**src/design/abe_pkg.sv**
```systemverilog
package abe_pkg;

   localparam int REG_COUNT = 16;
   localparam int REG_W     = 4;
   localparam int DATA_W    = 32;

   localparam logic [REG_W-1:0] REG_PC   = 4'd15;
   localparam logic [REG_W-1:0] REG_LINK = 4'd14;

   localparam logic [1:0] CMD_EXEC  = 2'd0;
   localparam logic [1:0] CMD_WRITE = 2'd1;
   localparam logic [1:0] CMD_READ  = 2'd2;

   localparam logic [DATA_W-1:0] MUL_MASK   = 32'h0fc0_00f0;
   localparam logic [DATA_W-1:0] MUL_MATCH  = 32'h0000_0090;
   localparam logic [DATA_W-1:0] BR_MASK    = 32'h0e00_0000;
   localparam logic [DATA_W-1:0] BR_MATCH   = 32'h0a00_0000;
   localparam logic [DATA_W-1:0] OFS_MASK   = 32'h00ff_ffff;
   localparam logic [DATA_W-1:0] OFS_SIGN   = 32'h0080_0000;
   localparam logic [DATA_W-1:0] OFS_EXTEND = 32'hfc00_0000;
   localparam logic [DATA_W-1:0] LINK_BACK  = 32'h0000_0004;

   typedef enum logic [2:0] {
      ST_MUL     = 3'd0,
      ST_BRANCH  = 3'd1,
      ST_ILLEGAL = 3'd2,
      ST_NOEXEC  = 3'd3,
      ST_ACCESS  = 3'd4
   } status_type;

   typedef struct packed {
      logic [1:0]        cmd;
      logic [DATA_W-1:0] instr;
      logic [REG_W-1:0]  reg_index;
      logic [DATA_W-1:0] write_value;
   } req_beat_type;

   typedef struct packed {
      logic n;
      logic z;
      logic c;
   } flags_type;

   typedef struct packed {
      status_type        status;
      logic [REG_W-1:0]  dest_index;
      logic [DATA_W-1:0] dest_value;
      logic              link_written;
      logic [DATA_W-1:0] link_value;
      flags_type         flags;
   } rsp_beat_type;

   // state updates produced by one executed beat
   typedef struct packed {
      logic              wr_en;
      logic [REG_W-1:0]  wr_addr;
      logic [DATA_W-1:0] wr_data;
      logic              pc_we;
      logic [DATA_W-1:0] pc_next;
      logic              flags_we;
   } upd_type;

   typedef struct packed {
      logic [REG_W-1:0] rs;
      logic [REG_W-1:0] rm;
      logic [REG_W-1:0] aux;
   } addr_type;

   // register file addresses a beat reads; aux is rn, or reg_index for a read
   function automatic addr_type op_addr(req_beat_type b);
      addr_type a;
      a.rs  = b.instr[11:8];
      a.rm  = b.instr[3:0];
      a.aux = (b.cmd == CMD_READ) ? b.reg_index : b.instr[15:12];
      return a;
   endfunction

endpackage

```
**src/design/abe_if.sv**
```systemverilog
interface abe_req_if;
   logic        valid;
   logic        ready;
   logic [1:0]  cmd;
   logic [31:0] instr;
   logic [3:0]  reg_index;
   logic [31:0] write_value;

   modport source (output valid, cmd, instr, reg_index, write_value, input ready);
   modport sink (input valid, cmd, instr, reg_index, write_value, output ready);
endinterface

interface abe_rsp_if;
   logic        valid;
   logic        ready;
   logic [2:0]  status;
   logic [3:0]  dest_index;
   logic [31:0] dest_value;
   logic        link_written;
   logic [31:0] link_value;
   logic        flag_n;
   logic        flag_z;
   logic        flag_c;

   modport source (output valid, status, dest_index, dest_value, link_written, link_value,
                   flag_n, flag_z, flag_c, input ready);
   modport sink (input valid, status, dest_index, dest_value, link_written, link_value,
                 flag_n, flag_z, flag_c, output ready);
endinterface

```
**src/design/abe_ram.sv**
```systemverilog
module abe_ram #(
   parameter int WIDTH = 32,
   parameter int DEPTH = 16,
   parameter int READS = 1
) (
   input  logic                     clock,
   input  logic                     wr_en,
   input  logic [$clog2(DEPTH)-1:0] wr_addr,
   input  logic [WIDTH-1:0]         wr_data,
   input  logic                     rd_en,
   input  logic [$clog2(DEPTH)-1:0] rd_addr [READS],
   output logic [WIDTH-1:0]         rd_data [READS]
);

   logic [WIDTH-1:0] mem_ff [DEPTH];
   logic [WIDTH-1:0] rd_data_ff [READS];

   // read-first: a read at the write address returns the old word
   always_ff @(posedge clock) begin
      if (wr_en) begin
         mem_ff[wr_addr] <= wr_data;
      end
      for (int i = 0; i < READS; i++) begin
         if (rd_en) begin
            rd_data_ff[i] <= mem_ff[rd_addr[i]];
         end
      end
   end

   assign rd_data = rd_data_ff;

endmodule

```
**src/design/abe_exec.sv**
```systemverilog
module abe_exec import abe_pkg::*; (
   input  req_beat_type      item,
   input  logic [DATA_W-1:0] rs_val,
   input  logic [DATA_W-1:0] rm_val,
   input  logic [DATA_W-1:0] aux_val,
   input  logic [DATA_W-1:0] pc_val,
   input  flags_type         flags,
   output rsp_beat_type      rsp,
   output upd_type           upd
);

   logic              is_mul;
   logic              is_br;
   logic              illegal;
   logic [REG_W-1:0]  rd;
   logic [REG_W-1:0]  rn;
   logic [DATA_W-1:0] prod;
   logic [DATA_W-1:0] mac;
   logic [DATA_W-1:0] ofs;
   logic [DATA_W-1:0] link;
   flags_type         mul_flags;

   always_comb begin
      is_mul  = (item.instr & MUL_MASK) == MUL_MATCH;
      is_br   = (item.instr & BR_MASK) == BR_MATCH;
      rd      = item.instr[19:16];
      rn      = item.instr[15:12];
      illegal = (rd == REG_PC) || (rn == REG_PC) || (item.instr[11:8] == REG_PC) ||
                (item.instr[3:0] == REG_PC) || (rd == item.instr[3:0]);
      prod    = rs_val * rm_val;
      mac     = prod + (item.instr[21] ? aux_val : '0);
      mul_flags.z = (mac == '0);
      mul_flags.n = mac[31];
      mul_flags.c = mac[2];
      ofs  = ((item.instr & OFS_MASK) << 2) | ((item.instr & OFS_SIGN) != '0 ? OFS_EXTEND : '0);
      link = pc_val - LINK_BACK;

      rsp = '{status: ST_NOEXEC, dest_index: '0, dest_value: '0, link_written: 1'b0,
              link_value: '0, flags: flags};
      upd = '{wr_en: 1'b0, wr_addr: '0, wr_data: '0, pc_we: 1'b0, pc_next: pc_val,
              flags_we: 1'b0};

      case (item.cmd)
         CMD_EXEC: begin
            if (is_mul) begin
               if (illegal) begin
                  rsp.status = ST_ILLEGAL;
               end else begin
                  rsp.status     = ST_MUL;
                  rsp.dest_index = rd;
                  rsp.dest_value = mac;
                  upd.wr_en      = 1'b1;
                  upd.wr_addr    = rd;
                  upd.wr_data    = mac;
                  if (item.instr[20]) begin
                     upd.flags_we = 1'b1;
                     rsp.flags    = mul_flags;
                  end
               end
            end else if (is_br) begin
               rsp.status     = ST_BRANCH;
               rsp.dest_index = REG_PC;
               rsp.dest_value = pc_val + ofs;
               upd.pc_we      = 1'b1;
               upd.pc_next    = pc_val + ofs;
               if (item.instr[24]) begin
                  rsp.link_written = 1'b1;
                  rsp.link_value   = link;
                  upd.wr_en        = 1'b1;
                  upd.wr_addr      = REG_LINK;
                  upd.wr_data      = link;
               end
            end
         end
         CMD_WRITE: begin
            rsp.status     = ST_ACCESS;
            rsp.dest_index = item.reg_index;
            rsp.dest_value = item.write_value;
            if (item.reg_index == REG_PC) begin
               upd.pc_we   = 1'b1;
               upd.pc_next = item.write_value;
            end else begin
               upd.wr_en   = 1'b1;
               upd.wr_addr = item.reg_index;
               upd.wr_data = item.write_value;
            end
         end
         CMD_READ: begin
            rsp.status     = ST_ACCESS;
            rsp.dest_index = item.reg_index;
            rsp.dest_value = (item.reg_index == REG_PC) ? pc_val : aux_val;
         end
         default: begin
            rsp.status = ST_NOEXEC;
         end
      endcase
   end

endmodule

```
**src/design/arm_multiply_branch_execute.sv**
```systemverilog
// Flow: a beat accepted into s1 is executed in the next cycle, and its result is
// registered as the result beat when s1 advances. Throughput: one beat per clock unless
// the result channel stalls, set by the register file read / execute / write loop,
// which closes through a one-entry write bypass in front of the operand RAMs.
// Reset: clears pipeline valids, flags, r15 and the per-register valid bits, so the
// whole register file reads as zero at once; no clearing pass.
module arm_multiply_branch_execute import abe_pkg::*; (
   input logic        clock,
   input logic        reset,
   abe_req_if.sink    req_chan,
   abe_rsp_if.source  rsp_chan
);

   req_beat_type      req_beat;
   addr_type          req_addr;
   addr_type          s1_addr;
   logic              accept;
   logic              s1_adv;

   logic              s1_valid_ff, s1_valid_in;
   req_beat_type      s1_item_ff, s1_item_in;
   logic [2:0]        s1_vld_ff, s1_vld_in;
   logic [REG_COUNT-1:0] rf_valid_ff, rf_valid_in;
   logic              wb_en_ff, wb_en_in;
   logic [REG_W-1:0]  wb_addr_ff, wb_addr_in;
   logic [DATA_W-1:0] wb_data_ff, wb_data_in;
   logic [DATA_W-1:0] pc_ff, pc_in;
   flags_type         flags_ff, flags_in;
   logic              rsp_valid_ff, rsp_valid_in;
   rsp_beat_type      rsp_beat_ff, rsp_beat_in;

   logic [REG_W-1:0]  bank_a_addr [2];
   logic [DATA_W-1:0] bank_a_data [2];
   logic [REG_W-1:0]  bank_b_addr [1];
   logic [DATA_W-1:0] bank_b_data [1];

   logic [DATA_W-1:0] rs_val;
   logic [DATA_W-1:0] rm_val;
   logic [DATA_W-1:0] aux_val;
   rsp_beat_type      exec_rsp;
   upd_type           upd;

   assign req_beat = '{cmd: req_chan.cmd, instr: req_chan.instr,
                       reg_index: req_chan.reg_index, write_value: req_chan.write_value};
   assign req_addr = op_addr(req_beat);
   assign s1_addr  = op_addr(s1_item_ff);

   assign s1_adv         = s1_valid_ff && (!rsp_valid_ff || rsp_chan.ready);
   assign req_chan.ready = !s1_valid_ff || s1_adv;
   assign accept         = req_chan.valid && req_chan.ready;

   assign bank_a_addr[0] = req_addr.rs;
   assign bank_a_addr[1] = req_addr.rm;
   assign bank_b_addr[0] = req_addr.aux;

   // two copies of the register file, written alike, give three read ports
   abe_ram #(.WIDTH(DATA_W), .DEPTH(REG_COUNT), .READS(2)) u_bank_a (
      .clock   (clock),
      .wr_en   (s1_adv && upd.wr_en),
      .wr_addr (upd.wr_addr),
      .wr_data (upd.wr_data),
      .rd_en   (accept),
      .rd_addr (bank_a_addr),
      .rd_data (bank_a_data)
   );

   abe_ram #(.WIDTH(DATA_W), .DEPTH(REG_COUNT), .READS(1)) u_bank_b (
      .clock   (clock),
      .wr_en   (s1_adv && upd.wr_en),
      .wr_addr (upd.wr_addr),
      .wr_data (upd.wr_data),
      .rd_en   (accept),
      .rd_addr (bank_b_addr),
      .rd_data (bank_b_data)
   );

   // the write landing on the read edge is not in the RAM word yet: bypass it
   always_comb begin
      if (wb_en_ff && wb_addr_ff == s1_addr.rs) begin
         rs_val = wb_data_ff;
      end else begin
         rs_val = s1_vld_ff[2] ? bank_a_data[0] : '0;
      end
      if (wb_en_ff && wb_addr_ff == s1_addr.rm) begin
         rm_val = wb_data_ff;
      end else begin
         rm_val = s1_vld_ff[1] ? bank_a_data[1] : '0;
      end
      if (wb_en_ff && wb_addr_ff == s1_addr.aux) begin
         aux_val = wb_data_ff;
      end else begin
         aux_val = s1_vld_ff[0] ? bank_b_data[0] : '0;
      end
   end

   abe_exec u_exec (
      .item    (s1_item_ff),
      .rs_val  (rs_val),
      .rm_val  (rm_val),
      .aux_val (aux_val),
      .pc_val  (pc_ff),
      .flags   (flags_ff),
      .rsp     (exec_rsp),
      .upd     (upd)
   );

   always_comb begin
      s1_valid_in = s1_valid_ff;
      s1_item_in  = s1_item_ff;
      s1_vld_in   = s1_vld_ff;
      rf_valid_in = rf_valid_ff;
      wb_en_in    = wb_en_ff;
      wb_addr_in  = wb_addr_ff;
      wb_data_in  = wb_data_ff;
      pc_in       = pc_ff;
      flags_in    = flags_ff;
      rsp_valid_in = rsp_valid_ff;
      rsp_beat_in  = rsp_beat_ff;

      if (rsp_chan.ready) begin
         rsp_valid_in = 1'b0;
      end
      if (s1_adv) begin
         s1_valid_in  = 1'b0;
         wb_en_in     = upd.wr_en;
         wb_addr_in   = upd.wr_addr;
         wb_data_in   = upd.wr_data;
         if (upd.wr_en) begin
            rf_valid_in[upd.wr_addr] = 1'b1;
         end
         if (upd.pc_we) begin
            pc_in = upd.pc_next;
         end
         if (upd.flags_we) begin
            flags_in = exec_rsp.flags;
         end
         rsp_valid_in = 1'b1;
         rsp_beat_in  = exec_rsp;
      end
      if (accept) begin
         s1_valid_in = 1'b1;
         s1_item_in  = req_beat;
         s1_vld_in   = {rf_valid_ff[req_addr.rs], rf_valid_ff[req_addr.rm],
                        rf_valid_ff[req_addr.aux]};
      end
   end

   always_ff @(posedge clock) begin
      if (reset) begin
         s1_valid_ff  <= 1'b0;
         rf_valid_ff  <= '0;
         wb_en_ff     <= 1'b0;
         pc_ff        <= '0;
         flags_ff     <= '0;
         rsp_valid_ff <= 1'b0;
      end else begin
         s1_valid_ff  <= s1_valid_in;
         rf_valid_ff  <= rf_valid_in;
         wb_en_ff     <= wb_en_in;
         pc_ff        <= pc_in;
         flags_ff     <= flags_in;
         rsp_valid_ff <= rsp_valid_in;
      end
      s1_item_ff  <= s1_item_in;
      s1_vld_ff   <= s1_vld_in;
      wb_addr_ff  <= wb_addr_in;
      wb_data_ff  <= wb_data_in;
      rsp_beat_ff <= rsp_beat_in;
   end

   assign rsp_chan.valid        = rsp_valid_ff;
   assign rsp_chan.status       = rsp_beat_ff.status;
   assign rsp_chan.dest_index   = rsp_beat_ff.dest_index;
   assign rsp_chan.dest_value   = rsp_beat_ff.dest_value;
   assign rsp_chan.link_written = rsp_beat_ff.link_written;
   assign rsp_chan.link_value   = rsp_beat_ff.link_value;
   assign rsp_chan.flag_n       = rsp_beat_ff.flags.n;
   assign rsp_chan.flag_z       = rsp_beat_ff.flags.z;
   assign rsp_chan.flag_c       = rsp_beat_ff.flags.c;

   a_illegal_no_update: assert property (@(posedge clock) disable iff (reset)
      s1_adv && exec_rsp.status == ST_ILLEGAL |-> !upd.wr_en && !upd.pc_we && !upd.flags_we)
      else $error("illegal multiply updates state");

   a_reset_clears_valid: assert property (@(posedge clock)
      reset |=> rf_valid_ff == '0 && !s1_valid_ff && !rsp_valid_ff)
      else $error("reset left register valid bits or pipeline valid set");

   a_pc_only_on_update: assert property (@(posedge clock) disable iff (reset)
      !(s1_adv && upd.pc_we) |=> $stable(pc_ff))
      else $error("r15 changed without branch or write");

   a_flags_only_on_mul_s: assert property (@(posedge clock) disable iff (reset)
      !(s1_adv && upd.flags_we) |=> $stable(flags_ff))
      else $error("flags changed without a flag-setting multiply");

   a_adv_loads_result: assert property (@(posedge clock) disable iff (reset)
      s1_adv |=> rsp_valid_ff && rsp_beat_ff == $past(exec_rsp))
      else $error("executed beat did not reach the result register");

endmodule

```
**src/flat_wrapper.sv**
```systemverilog
// flat-port wrapper written by rule: the top's interface ports become plain ports
module arm_multiply_branch_execute_flat import abe_pkg::*;
  (clock, reset, req_chan_valid, req_chan_cmd, req_chan_instr, req_chan_reg_index, req_chan_write_value, req_chan_ready, rsp_chan_valid, rsp_chan_status, rsp_chan_dest_index, rsp_chan_dest_value, rsp_chan_link_written, rsp_chan_link_value, rsp_chan_flag_n, rsp_chan_flag_z, rsp_chan_flag_c, rsp_chan_ready);
  abe_req_if req_chan_i ();
  abe_rsp_if rsp_chan_i ();
  input logic clock;
  input logic reset;
  input wire logic [$bits(req_chan_i.valid)-1:0] req_chan_valid;
  input wire logic [$bits(req_chan_i.cmd)-1:0] req_chan_cmd;
  input wire logic [$bits(req_chan_i.instr)-1:0] req_chan_instr;
  input wire logic [$bits(req_chan_i.reg_index)-1:0] req_chan_reg_index;
  input wire logic [$bits(req_chan_i.write_value)-1:0] req_chan_write_value;
  output wire logic [$bits(req_chan_i.ready)-1:0] req_chan_ready;
  output wire logic [$bits(rsp_chan_i.valid)-1:0] rsp_chan_valid;
  output wire logic [$bits(rsp_chan_i.status)-1:0] rsp_chan_status;
  output wire logic [$bits(rsp_chan_i.dest_index)-1:0] rsp_chan_dest_index;
  output wire logic [$bits(rsp_chan_i.dest_value)-1:0] rsp_chan_dest_value;
  output wire logic [$bits(rsp_chan_i.link_written)-1:0] rsp_chan_link_written;
  output wire logic [$bits(rsp_chan_i.link_value)-1:0] rsp_chan_link_value;
  output wire logic [$bits(rsp_chan_i.flag_n)-1:0] rsp_chan_flag_n;
  output wire logic [$bits(rsp_chan_i.flag_z)-1:0] rsp_chan_flag_z;
  output wire logic [$bits(rsp_chan_i.flag_c)-1:0] rsp_chan_flag_c;
  input wire logic [$bits(rsp_chan_i.ready)-1:0] rsp_chan_ready;
  assign req_chan_i.valid = req_chan_valid;
  assign req_chan_i.cmd = req_chan_cmd;
  assign req_chan_i.instr = req_chan_instr;
  assign req_chan_i.reg_index = req_chan_reg_index;
  assign req_chan_i.write_value = req_chan_write_value;
  assign req_chan_ready = req_chan_i.ready;
  assign rsp_chan_valid = rsp_chan_i.valid;
  assign rsp_chan_status = rsp_chan_i.status;
  assign rsp_chan_dest_index = rsp_chan_i.dest_index;
  assign rsp_chan_dest_value = rsp_chan_i.dest_value;
  assign rsp_chan_link_written = rsp_chan_i.link_written;
  assign rsp_chan_link_value = rsp_chan_i.link_value;
  assign rsp_chan_flag_n = rsp_chan_i.flag_n;
  assign rsp_chan_flag_z = rsp_chan_i.flag_z;
  assign rsp_chan_flag_c = rsp_chan_i.flag_c;
  assign rsp_chan_i.ready = rsp_chan_ready;
  arm_multiply_branch_execute u_core (.clock(clock), .reset(reset), .req_chan(req_chan_i), .rsp_chan(rsp_chan_i));
endmodule
```
**config.mk**
```make
export PLATFORM = sky130hd
export DESIGN_NAME = arm_multiply_branch_execute_flat
export DESIGN_NICKNAME = d
export VERILOG_FILES = /design/src/design/abe_pkg.sv /design/src/design/abe_if.sv /design/src/design/abe_ram.sv /design/src/design/abe_exec.sv /design/src/design/arm_multiply_branch_execute.sv /design/src/flat_wrapper.sv
export SDC_FILE = /design/constraint.sdc
export NUM_CORES = 2
export LEC_CHECK = 0
export BUFFER_PORTS_ARGS = -buffer_cell sky130_fd_sc_hd__buf_2
export CAP_MARGIN = 20
export CORE_MARGIN = 2
export CORE_UTILIZATION = 50
export DETAILED_ROUTE_END_ITERATION = 12
export PLACE_DENSITY_LB_ADDON = 0.25
export REMOVE_ABC_BUFFERS = 1
export SYNTH_ARGS = -nofsm -noshare
export SYNTH_HDL_FRONTEND = slang
export SYNTH_HIERARCHICAL = 1
export SYNTH_SLANG_ARGS = --single-unit
```
**constraint.sdc**
```tcl
create_clock -name clock -period 8.7 [get_ports clock]
set_input_delay 0.435 -clock clock [delete_from_list [all_inputs] [get_ports clock]]
set_output_delay 0.435 -clock clock [all_outputs]
set_load 0.01 [all_outputs]
```
* Word level (Yosys, flattened, before mapping)
Memory sizes are Yosys's and may differ from the RTL's. A register that Yosys moved wholly into a read port is not among the register bits. Cells that the tools add are included. W data, S select, Z words.
Storage, ports and cells: register bits after elaboration 234, bits in writable memories 1024, input port bits 74, output and inout port bits 77, memories 2
Cells by class: $add $sub $neg 3, multiply operators 1, order comparisons 5, eq/ne operators 17, multiplexer cells 48, bitwise operators 5, reduce and logical (&&, ||, !) cells 26
Memories:
- u_core.u_bank_a.mem_ff | depth 16, width 32, rd ports 2, clocked after memory_dff 2, wr ports 1, line abe_ram.sv:15 | logic [WIDTH-1:0] mem_ff [DEPTH];
- u_core.u_bank_b.mem_ff | depth 16, width 32, rd ports 1, clocked after memory_dff 1, wr ports 1, line abe_ram.sv:15
Operators by type and width (number):
- $mux W32 | 9
- $mux W37 | 4
- $pmux W70 S2 | 1
- $pmux W36 S3 | 1
- $mux W33 | 3
- $mux W71 | 1
- $mux W70 | 1
- $add A32 B32 Y32 | 2
- $mux W39 | 1
- $mux W36 | 1
- $logic_not A32 Y1 | 1
- $mul A32 B32 Y32 | 1
- $or A26 B32 Y32 | 1
- $sub A32 B3 Y32 const B | 1
- $eq A4 B4 Y1 const B | 5
- $lt A4 B5 Y1 const B | 4
- $eq A4 B4 Y1 | 4
- $or A16 B16 Y16 | 1
- $mux W1 | 14
- $bmux W1 S4 | 3
- $mux W3 | 4
- $eq A10 B4 Y1 const B | 1
- $mux W4 | 2
- $logic_and A1 B1 Y1 | 7
- 18 further kinds | 32

* Depth between registers and ports, before layout
depth in word-level cells 15, depth in mapped cells 39, mapped depth without buffers 35

* Modules after synthesis
Netlist, hierarchy kept.
Modules (own cells, without submodules):
- abe_ram at u_core.u_bank_a | times used 1, cells each 1141, area each 24843.8 um^2
- abe_exec | times used 1, cells each 2937, area each 22644.2 um^2
- abe_ram at u_core.u_bank_b | times used 1, cells each 838, area each 20174.3 um^2
- arm_multiply_branch_execute | times used 1, cells each 807, area each 9615.5 um^2

* Worst setup path after synthesis
No wires, ideal clock.
path kind reg2reg, from register u_core.wb_addr_ff[2], to memory u_core.u_bank_a.mem_ff[0][23], data pin, arrival 9.067 ns, data required time 8.238 ns, slack -0.829 ns, cell stages (with the launch flop) 31, path buffers 4, cell sequence edfxtp_1 xor2_1 nor4_2 clkbuf_1 nand2_1 o21ai_0 clkbuf_1 clkbuf_1 and2_1 fa_1 fa_1 fa_1 inv_1 fa_1 inv_1 fa_1 fa_1 fa_1 inv_1 fa_1 inv_1 ha_1 clkbuf_1 a21oi_1 o21ai_0 a2111oi_4 o21ai_2 nand2_1 xnor2_1 a21oi_1 o21ai_0
RTL lines:
- start, declared | line arm_multiply_branch_execute.sv:25 | logic [REG_W-1:0] wb_addr_ff, wb_addr_in;
- start signal, assigned | line arm_multiply_branch_execute.sv:166 | wb_addr_ff <= wb_addr_in;
- end, declared | line abe_ram.sv:15

==> impl_metrics.csv <==
group,metric,value,unit
run_status,outcome,"finished with violations",
run_status,violations,"negative setup slack",
sta,fmax,110,MHz
sta,min_period_over_period,1.04,
sta,finalWorstSetupSlack,-0.360,ns
power,p_leak,35.4,nW
finish,final_net_count,6883,
global_route,grt_max_degree,120,
synth,netlist_area,77200,um^2
sta,rsz0062_at_grt,"true",
drt,num_vias,51300,
placed_design,port_buffers,146,
drt,avgViaCountPerCell,6.13,
sta,finalMaxSlewViolations,0,
critical_path,crit_start,"u_core/s1_item_ff[68]",
sta,period_needed,9.06,ns
critical_path,required,9.21,ns
min_path,hold_class,"in -> reg",
clock_network,cts_sinks,1354,
sta,finalHoldViolCount,0,
min_path,holdCritStartpoint,"req_chan_instr[11]",
die,die_height,397,um
drt,drt_iter0_markers,6401,
drt,antenna_left,0,
sta,finalSetupViolations,529,
placed_design,gp_congestion,0.986,
power,power_density,171,nW/um^2
critical_path,slowest_delay,0.58,ns
die,num_rows,144,
finish,final_layout_size_suffix_gt1_frac,0.229,
critical_path,worst_setup_path_end_kind,"register",
power,ir_drop,0.205,mV
clock_network,cts_tree,"done",
drt,drc,0,
power,p_total,15.4,mW
die,start_util,0.502,
synth,syn_avg_cell_area,13.5,um^2
finish,area_growth,16.6,%
flow_run,cap_violations,0,
placed_design,dpl.hpwl,157,mm
clock_network,clock-root-buffer,"clkbuf_16",
drt,routedWlPerCell,28.6,um
clock_network,cts-buffers-inserted,140,
critical_path,startpoint_type,"register",
placed_design,post-place-ws,-0.613,ns
drt,wl,239,mm
die,io-pin-count,151,
die,design.die.area,157000,um^2
critical_path,worst_path_most_repeated_cell,"fa_1",
critical_path,reg2reg_from,"u_core/s1_item_ff[68]",
clock_network,cts_max_level,4,
synth,ys_warn_count,6,
clock_network,path_clk_slew,0.06,ns
die,core_area,154000,um^2
clock_network,clock_latency,0.81,ns
critical_path,slowest_stage,"fa_1",
clock_network,cts_buffer_depth,3,
critical_path,crit_type,"reg -> reg",
global_route,grtUsageTotal,0.302,
global_route,grt_pass1_wl,344,mm
global_route,antenna_found_initial,11,
sta,worst_pin_slew,1.17,ns
sta,slew_headroom,0.221,
global_route,grt-ovfl-total,0,
die,die_w,397,um
drt,drt_first_pass_iters,13,
global_route,grt_pass1_vias,51500,
sta,fin_setup_tns,-69.44,ns
sta,skew,0.0848,ns
critical_path,reg2reg_depth,37,
critical_path,cp_max_fo,8,
min_path,holdPathStages,1,
critical_path,arrival,9.57,ns
synth,netlist_instances,5719,
==> repair_timing <==
item                       4_1_cts  5_1_grt
buffers inserted                17       16
pin swaps                       39       49
setup endpoints to repair      644      716
gates cloned                     0        9
hold endpoints to repair        60        0
resized for setup               86       76
hold buffers                    61        0
==> area by class of cell <==
cell class / instances / area (um^2)
antenna: 8 / 20.0
clock buffer: 169 / 3630
clock inverter: 87 / 975
fill: 11900 / 63800
inverter: 578 / 2180
multi-input combinational: 3452 / 34500
sequential: 1354 / 40100
tap: 2044 / 2560
timing repair buffer: 686 / 5950
==> where the power goes <==
part / switching [mW] / internal (mW) / leakage, nW
Sequential: 0.0899 / 7.25 / 13.6
Clock: 2.61 / 3.36 / 2.23
Combinational: 1.26 / 0.839 / 19.6
==> placed cells by master, fill, tap and decap left out, types with 27 or more instances in the layout <==
cell type      count
ha_1             143
nand2_1          869
dlygate4sd3_1     61
nor2_1           125
buf_4            399
clkbuf_16        149
nor2_4            29
edfxtp_1        1300
mux4_2           395
clkinv_1          33
a22oi_1          216
xnor2_1           94
dfxtp_1           54
buf_12            63
o21ai_2           33
fa_1             432
o21ai_0          100
a21oi_1          144
inv_1            564
buf_2            142
and2_1           324
xor2_1            37
clkbuf_1          27
o21ai_1           29
==> worst paths after layout <==
path                                   end  slack [ns]
min                     u_core/s1_addr[11]        0.08
max          u_core/u_bank_a/mem_ff[9][30]       -0.36
min reg2reg             u_core/flags_ff[0]        0.47
max reg2reg  u_core/u_bank_a/mem_ff[9][30]       -0.36
==> per-layer routing <==
metal / global-route usage / vias up / routed length [um]
met4: 0.126 / 8 / 11300
met3: 0.0600 / 519 / 25300
met5: 0 / - / 52
met1: 0.412 / 26300 / 91300
met2: 0.476 / 2983 / 111000
li1: - / 21500 / -
==> registers in the layout, indices dropped and copies added, names as in the netlist, 4 cells and up <==
register / flops
u_core/s1_addr: 8
u_core/s1_item_ff: 58
u_core/u_bank_a/rd_data: 64
u_core/u_bank_a/mem_ff: 512
u_core/rsp_chan.dest_value: 32
u_core/u_bank_b/mem_ff: 512
u_core/pc_ff: 32
u_core/rsp_chan.link_value: 32
u_core/wb_addr_ff: 4
u_core/wb_data_ff: 32
u_core/u_bank_b/rd_data: 32
u_core/rf_valid_ff: 16
u_core/rsp_chan.dest_index: 4
==> critical path: cells and delay by family, from the launching register on <==
| kind | cells | cell delay (ns) |
|---|---|---|
| compound gates | 5 | 0.83 |
| simple gates | 7 | 1.35 |
| mux | 2 | 0.28 |
| flops | 1 | 0.39 |
| fa+ha+maj | 9 | 4.36 |
| xor+xnor | 2 | 0.38 |
| buf+inv | 12 | 1.18 |
==> stage by stage <==
stage               hold WS (ns)  cells  area (um^2)  utilization
finish                    0.0781   8378        89900        0.585
global route              0.0453   8370        89900        0.585
CTS                       0.0361   8345        89100        0.580
detailed placement         0.455   8011        83400        0.543
global placement           0.444   8010        83400        0.542
floorplan                  0.431   5384        75700            -
(Power assumes the default switching activity.)
